$ cat src/hw/rtl/lpq_pkg.sv
// shared types and codes of the loopback packet queue
package lpq_pkg;

   localparam int KIND_W    = 2;
   localparam int LEN_OUT_W = 7;

   localparam logic [KIND_W-1:0] KIND_SEND_BYTE  = 2'd0;
   localparam logic [KIND_W-1:0] KIND_SEND_EMPTY = 2'd1;
   localparam logic [KIND_W-1:0] KIND_RECEIVE    = 2'd2;
   localparam logic [KIND_W-1:0] KIND_UNUSED     = 2'd3;

   typedef struct packed {
      logic [KIND_W-1:0] kind;
      logic              socket;
      logic [7:0]        data_byte;
      logic              last;
   } lpq_req_type;

   typedef struct packed {
      logic                 packet_present;
      logic [7:0]           data_byte_res;
      logic [LEN_OUT_W-1:0] message_length;
      logic                 last_res;
   } lpq_rsp_type;

endpackage

$ cat src/hw/rtl/loopback_packet_queue_unit.sv
// loopback packet queue: two crossed message rings in one byte memory
//
// Request channel (req_*): one transaction per item. A send byte or send
// empty transaction writes the queue of the other side and returns no
// response; a receive transaction reads the issuing side's own queue.
// Response channel (rsp_*): a receive returns one transaction per stored
// byte (last_res on the final one), or a single transaction with zero data
// when the queue is empty or the message has no bytes.
// Sends are accepted back to back. A receive blocks the request channel
// while its bytes are read out of the message memory, one byte per cycle
// while the receiver keeps up, through its single read port. Each byte
// passes the read stage register and then the response queue before it
// shows on rsp_*. A two-entry response queue sits between the memory read
// and rsp_*; when the receiver stalls, reads pause once the read stage and
// the queue together hold two entries, and nothing is lost. Requests are
// taken again once the last read of a receive is issued, even while its
// responses still wait. Reset empties both queues at once; message memory
// and lengths need no clearing since a slot's bytes and length are only
// used after they have been written.
module loopback_packet_queue_unit #(
   parameter int QUEUE_DEPTH = 4,
   parameter int MSG_BYTES   = 64
) (
   input  logic                clock,
   input  logic                reset,
   input  logic                req_valid,
   output logic                req_ready,
   input  lpq_pkg::lpq_req_type req_data,
   output logic                rsp_valid,
   input  logic                rsp_ready,
   output lpq_pkg::lpq_rsp_type rsp_data
);
   import lpq_pkg::*;

   localparam int SLOT_W    = $clog2(QUEUE_DEPTH);
   localparam int CNT_W     = $clog2(QUEUE_DEPTH + 1);
   localparam int SUM_W     = CNT_W + 1;
   localparam int LEN_W     = $clog2(MSG_BYTES + 1);
   localparam int OFF_W     = (MSG_BYTES > 1) ? $clog2(MSG_BYTES) : 1;
   localparam int ADDR_W    = 1 + SLOT_W + OFF_W;
   localparam int MEM_DEPTH = 2 ** ADDR_W;
   localparam int LTAB_D    = 2 ** (SLOT_W + 1);

   localparam logic [CNT_W-1:0]  QD_CNT   = CNT_W'(QUEUE_DEPTH);
   localparam logic [SUM_W-1:0]  QD_SUM   = SUM_W'(QUEUE_DEPTH);
   localparam logic [SLOT_W-1:0] SLOT_TOP = SLOT_W'(QUEUE_DEPTH - 1);
   localparam logic [LEN_W-1:0]  MB_LEN   = LEN_W'(MSG_BYTES);

   typedef enum logic [1:0] {
      ST_IDLE   = 2'b01,
      ST_STREAM = 2'b10
   } state_type;

   // per-queue control
   logic [SLOT_W-1:0] read_slot_ff [2];
   logic [SLOT_W-1:0] read_slot_in [2];
   logic [CNT_W-1:0]  count_ff     [2];
   logic [CNT_W-1:0]  count_in     [2];
   logic [LEN_W-1:0]  wr_off_ff    [2];
   logic [LEN_W-1:0]  wr_off_in    [2];
   logic              busy_ff      [2];
   logic              busy_in      [2];
   logic [LEN_W-1:0]  len_tab_ff   [LTAB_D];

   logic [7:0] msg_mem [MEM_DEPTH];
   logic [7:0] mem_rdata_ff;

   state_type         st_ff, st_in;
   logic              gen_q_ff, gen_q_in;
   logic [SLOT_W-1:0] gen_slot_ff, gen_slot_in;
   logic [LEN_W-1:0]  gen_off_ff, gen_off_in;
   logic [LEN_W-1:0]  gen_len_ff, gen_len_in;
   logic              gen_present_ff, gen_present_in;

   logic              s1_valid_ff, s1_valid_in;
   logic              s1_present_ff, s1_last_ff, s1_from_mem_ff;
   logic [LEN_W-1:0]  s1_len_ff;

   lpq_rsp_type fifo_ff [2];
   logic        wr_ptr_ff, rd_ptr_ff;
   logic [1:0]  fifo_cnt_ff, fifo_cnt_in;

   logic              accept, is_send, is_recv;
   logic              q;
   logic [SLOT_W-1:0] rs, cl_rs, ws;
   logic [CNT_W-1:0]  cnt, cl_cnt;
   logic [LEN_W-1:0]  cl_off;
   logic [SUM_W-1:0]  ws_sum;
   logic              mem_we, len_we;
   logic [ADDR_W-1:0] mem_waddr, mem_raddr;
   logic [SLOT_W-1:0] len_wslot;
   logic [LEN_W-1:0]  len_wdata;
   logic              issue, issue_last, pop;
   logic [2:0]        occ;

   assign req_ready = (st_ff == ST_IDLE);
   assign accept    = req_valid && req_ready;
   assign is_send   = (req_data.kind == KIND_SEND_BYTE) || (req_data.kind == KIND_SEND_EMPTY);
   assign is_recv   = (req_data.kind == KIND_RECEIVE);
   assign q         = is_recv ? req_data.socket : ~req_data.socket;
   assign rs        = read_slot_ff[q];
   assign cnt       = count_ff[q];

   // a new send claims a slot, dropping the oldest message when full
   always_comb begin
      cl_rs  = rs;
      cl_cnt = cnt;
      cl_off = busy_ff[q] ? wr_off_ff[q] : '0;
      if (!busy_ff[q] && (cnt == QD_CNT)) begin
         cl_rs  = (rs == SLOT_TOP) ? '0 : rs + SLOT_W'(1);
         cl_cnt = QD_CNT - CNT_W'(1);
      end
      ws_sum = SUM_W'(cl_rs) + SUM_W'(cl_cnt);
      if (ws_sum >= QD_SUM) begin
         ws_sum = ws_sum - QD_SUM;
      end
      ws = ws_sum[SLOT_W-1:0];
   end

   always_comb begin
      read_slot_in   = read_slot_ff;
      count_in       = count_ff;
      wr_off_in      = wr_off_ff;
      busy_in        = busy_ff;
      mem_we         = 1'b0;
      mem_waddr      = {q, ws, cl_off[OFF_W-1:0]};
      len_we         = 1'b0;
      len_wslot      = ws;
      len_wdata      = cl_off;
      st_in          = st_ff;
      gen_q_in       = gen_q_ff;
      gen_slot_in    = gen_slot_ff;
      gen_off_in     = gen_off_ff;
      gen_len_in     = gen_len_ff;
      gen_present_in = gen_present_ff;

      if (accept && is_send) begin
         read_slot_in[q] = cl_rs;
         count_in[q]     = cl_cnt;
         wr_off_in[q]    = cl_off;
         busy_in[q]      = 1'b1;
         if (req_data.kind == KIND_SEND_BYTE) begin
            if (cl_off < MB_LEN) begin
               mem_we       = 1'b1;
               wr_off_in[q] = cl_off + LEN_W'(1);
            end
         end
         // commit on an empty send or on the last byte
         if ((req_data.kind == KIND_SEND_EMPTY) || req_data.last) begin
            len_we       = 1'b1;
            len_wdata    = wr_off_in[q];
            count_in[q]  = cl_cnt + CNT_W'(1);
            wr_off_in[q] = '0;
            busy_in[q]   = 1'b0;
         end
      end

      if (accept && is_recv) begin
         st_in       = ST_STREAM;
         gen_q_in    = q;
         gen_slot_in = rs;
         gen_off_in  = '0;
         if (cnt == '0) begin
            gen_len_in     = '0;
            gen_present_in = 1'b0;
         end else begin
            gen_len_in      = len_tab_ff[{q, rs}];
            gen_present_in  = 1'b1;
            read_slot_in[q] = (rs == SLOT_TOP) ? '0 : rs + SLOT_W'(1);
            count_in[q]     = cnt - CNT_W'(1);
         end
      end

      unique case (st_ff)
         ST_IDLE: begin
         end
         ST_STREAM: begin
            if (issue) begin
               gen_off_in = gen_off_ff + LEN_W'(1);
               if (issue_last) begin
                  st_in = ST_IDLE;
               end
            end
         end
         default: begin
            st_in = ST_IDLE;
         end
      endcase
   end

   // read issue: keep read stage plus response queue within two entries
   assign pop        = rsp_valid && rsp_ready;
   assign occ        = 3'(fifo_cnt_ff) + 3'(s1_valid_ff) - 3'(pop);
   assign issue      = (st_ff == ST_STREAM) && (occ < 3'd2);
   assign issue_last = (gen_len_ff == '0) || ((gen_off_ff + LEN_W'(1)) == gen_len_ff);
   assign mem_raddr  = {gen_q_ff, gen_slot_ff, gen_off_ff[OFF_W-1:0]};
   assign s1_valid_in = issue;
   assign fifo_cnt_in = fifo_cnt_ff + 2'(s1_valid_ff) - 2'(pop);

   always_ff @(posedge clock) begin
      if (mem_we) begin
         msg_mem[mem_waddr] <= req_data.data_byte;
      end
      if (issue) begin
         mem_rdata_ff <= msg_mem[mem_raddr];
      end
   end

   always_ff @(posedge clock) begin
      if (len_we) begin
         len_tab_ff[{q, len_wslot}] <= len_wdata;
      end
      gen_q_ff       <= gen_q_in;
      gen_slot_ff    <= gen_slot_in;
      gen_off_ff     <= gen_off_in;
      gen_len_ff     <= gen_len_in;
      gen_present_ff <= gen_present_in;
      if (issue) begin
         s1_present_ff  <= gen_present_ff;
         s1_last_ff     <= issue_last;
         s1_from_mem_ff <= (gen_len_ff != '0);
         s1_len_ff      <= gen_len_ff;
      end
      if (s1_valid_ff) begin
         fifo_ff[wr_ptr_ff].packet_present <= s1_present_ff;
         fifo_ff[wr_ptr_ff].data_byte_res  <= s1_from_mem_ff ? mem_rdata_ff : 8'd0;
         fifo_ff[wr_ptr_ff].message_length <= LEN_OUT_W'(s1_len_ff);
         fifo_ff[wr_ptr_ff].last_res       <= s1_last_ff;
      end
   end

   always_ff @(posedge clock) begin
      if (reset) begin
         for (int i = 0; i < 2; i++) begin
            read_slot_ff[i] <= '0;
            count_ff[i]     <= '0;
            wr_off_ff[i]    <= '0;
            busy_ff[i]      <= 1'b0;
         end
         st_ff       <= ST_IDLE;
         s1_valid_ff <= 1'b0;
         fifo_cnt_ff <= '0;
         wr_ptr_ff   <= 1'b0;
         rd_ptr_ff   <= 1'b0;
      end else begin
         read_slot_ff <= read_slot_in;
         count_ff     <= count_in;
         wr_off_ff    <= wr_off_in;
         busy_ff      <= busy_in;
         st_ff        <= st_in;
         s1_valid_ff  <= s1_valid_in;
         fifo_cnt_ff  <= fifo_cnt_in;
         if (s1_valid_ff) begin
            wr_ptr_ff <= ~wr_ptr_ff;
         end
         if (pop) begin
            rd_ptr_ff <= ~rd_ptr_ff;
         end
      end
   end

   assign rsp_valid = (fifo_cnt_ff != 2'd0);
   assign rsp_data  = fifo_ff[rd_ptr_ff];

endmodule

$ cat config.mk
export PLATFORM = sky130hd
export DESIGN_NAME = loopback_packet_queue_unit
export DESIGN_NICKNAME = d
export VERILOG_FILES = /design/src/hw/rtl/lpq_pkg.sv /design/src/hw/rtl/loopback_packet_queue_unit.sv
export SDC_FILE = /design/constraint.sdc
export NUM_CORES = 2
export LEC_CHECK = 0
export BUFFER_PORTS_ARGS = -buffer_cell sky130_fd_sc_hd__buf_2
export CORE_MARGIN = 3
export CORE_UTILIZATION = 50
export DETAILED_ROUTE_END_ITERATION = 16
export PLACE_DENSITY = 0.67
export SLEW_MARGIN = 20
export SYNTH_ARGS = -nofsm -noshare
export SYNTH_HDL_FRONTEND = slang
export SYNTH_MEMORY_MAX_BITS = 65536
export SYNTH_SLANG_ARGS = --single-unit
$ cat constraint.sdc
create_clock -name clock -period 7.5 [get_ports clock]
set_input_delay 0.75 -clock clock [delete_from_list [all_inputs] [get_ports clock]]
set_output_delay 0.75 -clock clock [all_outputs]
set_load 0.02 [all_outputs]
==> summary.txt <==
Synth
  – Post-synth EDFFs: 4215
  – Yosys warns: 0
  – Distinct cells, synth: 84
  – Ys flop type: edfxtp_1
  – Mean Syn Cell Area: 19.01 µm²
  – Area leader, netlist: edfxtp_1
  – Post-Syn Area: 167400 µm²
  – Top post-synthesis cells by area: edfxtp_1 76%, mux4_2 8.8%, mux2i_1 5.1%
  – Flops & latches, synth: 4256
  – Cells after Synth: 8807
  – Async set or reset register ratio after synthesis: 0%
  – Sequential share of the synthesized area: 76.08%
  – Top-area cell type share of the netlist area: 75.59%
  – Syn nets: 8836

Critical path
  – Startpoint types: flop
  – CP max stage cell: nor2_1
  – Max incr delay on CP: 1.07 ns
  – CP Class: flop to flop
  – Reg2Reg Depth: 11
  – Most common cell on crit path: buf_4
  – Max FO, Critical Path: 14
  – CP Data Required Time: 8.19 ns
  – Worst path cell trace: buf_4, nand3_1, buf_4, nor2_1, nand2_1, nor2_1, a2111oi_0, nand4_1, o311a_1, nor4_1, buf_4
  – CP Capture Type: flop
  – Crit path DAT: 6.32 ns

Final layout
  – Final #Nets: 8973
  – Leading cell type in the layout, fill and taps excluded: edfxtp_1
  – Most frequent cells in the layout: 4215 x edfxtp_1, 848 x mux2i_1, 705 x nor2_1
  – Ratio of cells with drive above 1 in the final layout: 18.01%
  – Layout overhead on the synthesized area: 11.85%

Global route
  – Largest net degree at the start of global routing: 166
  – First-pass GRT wire length: 667500 µm
  – Gr usage total: 27.15%
  – Grt ovf: 0
  – Initial antenna violation count: 27
  – Vias in the first global route: 88780

Route
  – Final WL: 467300 µm
  – Vias per cell: 6.576
  – Detailed Route Iter0 Violations: 13753
  – Total number of vias: 89962
  – Antenna Nets Post-Route: 0
  – Residual DRC count: 0
  – Mean routed wirelength per cell: 34.16 µm
  – TritonRoute pass-1 iters: 8

Clocking
  – Clk_lat worst skew: 0.98 ns
  – Clock Path Buffers: 4
  – # H-tree levels: 5
  – Cts-stage hold buffer count: 0
  – Number of setup buffers added after CTS: 0
  – CTS buffer count: 421
  – Root buffer cell: clkbuf_16
  – Reg clk slew, reported paths: 0.06 ns
  – Post-CTS Resized: 0
  – CTS tree: done
  – Sink Count: 4256

Power and ir drop
  – Pleak: 55.76 nW
  – P per Cell Area: 296.6 nW/µm²
  – Worst VDD drop: 0.2642 mV
  – Final Power: 55.54 mW

Die
  – CORE AREA: 331900 µm²
  – Die height: 584.7 µm
  – Ports: 35
  – Width of the die: 584.7 µm
  – Row count: 211
  – Die area: 341900 µm²
  – Initial Util: 50.45%

Timing
  – Final worst path period share: 75.03%
  – Final hold violations: 0
  – Final setup fails: 0
  – RSZ-0062 raised after global routing: no
  – Peak Freq: 0.1777 GHz
  – Final min period: 5.627 ns
  – Relative slew margins: 8.093%
  – Slew @ Worst Pin: 1.374 ns
  – Slew Viols, Final: 0
  – Worst clock skew: 0.04775 ns
  – Setup_tns: 0 ns

Job
  – Max-cap viol count: 0

Hold path
  – Worst Hold Class: primary input to flop
  – Worst hold stages: 1

Place
  – Gpl congestion: 0.9050
  – # port buffers: 34
  – Detailed Place HPWL: 278800 µm

Outcome
  – Status: completed
[synthesized netlist by cell type, types with 9 or more instances]
library cell / instances
nand3_1: 94
ha_1: 12
o221ai_1: 260
buf_6: 11
buf_1: 35
nor3_1: 93
a211oi_1: 25
mux2i_1: 849
clkbuf_1: 259
nor2_1: 708
o21a_1: 10
inv_1: 20
o211ai_1: 23
a22oi_1: 32
and3_1: 26
a21oi_1: 209
xnor2_1: 21
edfxtp_1: 4215
buf_4: 134
nand2_1: 225
nor4_1: 37
o22ai_1: 199
nand4_1: 25
a311oi_1: 9
nor2b_1: 12
a2111oi_0: 15
mux4_2: 653
and2_1: 22
nand2b_1: 9
dfxtp_1: 41
a31oi_1: 49
o21ai_0: 159
nand3_2: 10
buf_2: 126
mux2_2: 31
or3_1: 9
[cells by family after synthesis]
kind of cell             Yosys count  synth area share [%]
multiplexers                    1535                 14.09
buffers and inverters            590                 1.767
AND/OR/NAND/NOR                 1302                 3.384
flip-flops                      4256                 76.08
XOR/XNOR                          29                0.1629
AO/OA/AOI/OAI                   1082                 4.410
adder cells (fa/ha/maj)           13                0.1016
[report_power, final]
part / switching (mW) / internal [mW] / leakage (nW) / total (mW)
sequential: 0.0984 / 26.2 / 38.2 / 26.3
combinational: 4.34 / 3.28 / 10.7 / 7.62
clock: 9.19 / 12.5 / 6.84 / 21.6
total: 13.6 / 41.9 / 55.8 / 55.5
[worst max-delay path: cells and delay by family, from the launching register on]
family,cells,cell delay (ns)
AOI/OAI and AO/OA,2,0.54
buffers and inverters,3,0.91
DFF,1,0.81
and+or+nand+nor,6,3.06
[final timing paths]
path / endpoint / slack [ns] / from
worst min register to register: s1_present_ff / 0.41 / gen_present_ff
worst max-delay path: mem_rdata_ff[1] / 1.87 / gen_off_ff[5]
worst max register to register: mem_rdata_ff[1] / 1.87 / gen_off_ff[5]
worst min-delay path: msg_mem[64][7] / 0.20 / req_data[8]
[layer usage]
metal  up-vias  track usage, %  wire [µm]
met5         -               0        115
met4        16           10.76      20900
met3       975           6.878      55160
met2      5945           40.79     212200
met1     46581           38.34     178900
li1      36445               -          -
[metrics by stage]
step | setup slack, ns | area, µm² | utilization [%] | std cells | hold WS (ns)
after CTS | 2.034 | 187200 | 56.42 | 13666 | 0.1533
after global routing | 1.695 | 187200 | 56.42 | 13668 | 0.1883
after detailed placement | 1.028 | 173100 | 52.15 | 12887 | 0.4089
after global placement | 1.169 | 173000 | 52.14 | 12886 | 0.4140
final | 1.873 | 187300 | 56.43 | 13681 | 0.1951
after floorplan | 3.124 | 167400 | - | 8807 | 0.4003
[layout make-up]
class	instances	area [µm²]
Fill cell	24120	144600
Sequential cell	4256	127400
Multi-Input combinational cell	3961	37390
Clock buffer	477	10810
Tap cell	4366	5463
Clock inverter	302	3373
Timing Repair Buffer	279	2685
Inverter	25	108.9
Antenna cell	15	37.54
[flip-flops by register name (all words and copies together), names as in the netlist, named ones only]
register	flops
s1_valid_ff	1
gen_slot_ff	2
s1_last_ff	1
read_slot_ff	4
len_tab_ff	56
gen_off_ff	7
wr_ptr_ff	1
fifo_ff	34
wr_off_ff	14
s1_len_ff	7
s1_present_ff	1
gen_present_ff	1
msg_mem	4096
st_ff	2
s1_from_mem_ff	1
rd_ptr_ff	1
gen_len_ff	7
count_ff	6
fifo_cnt_ff	2
gen_q_ff	1
mem_rdata_ff	8
(Power assumes the default switching activity.)
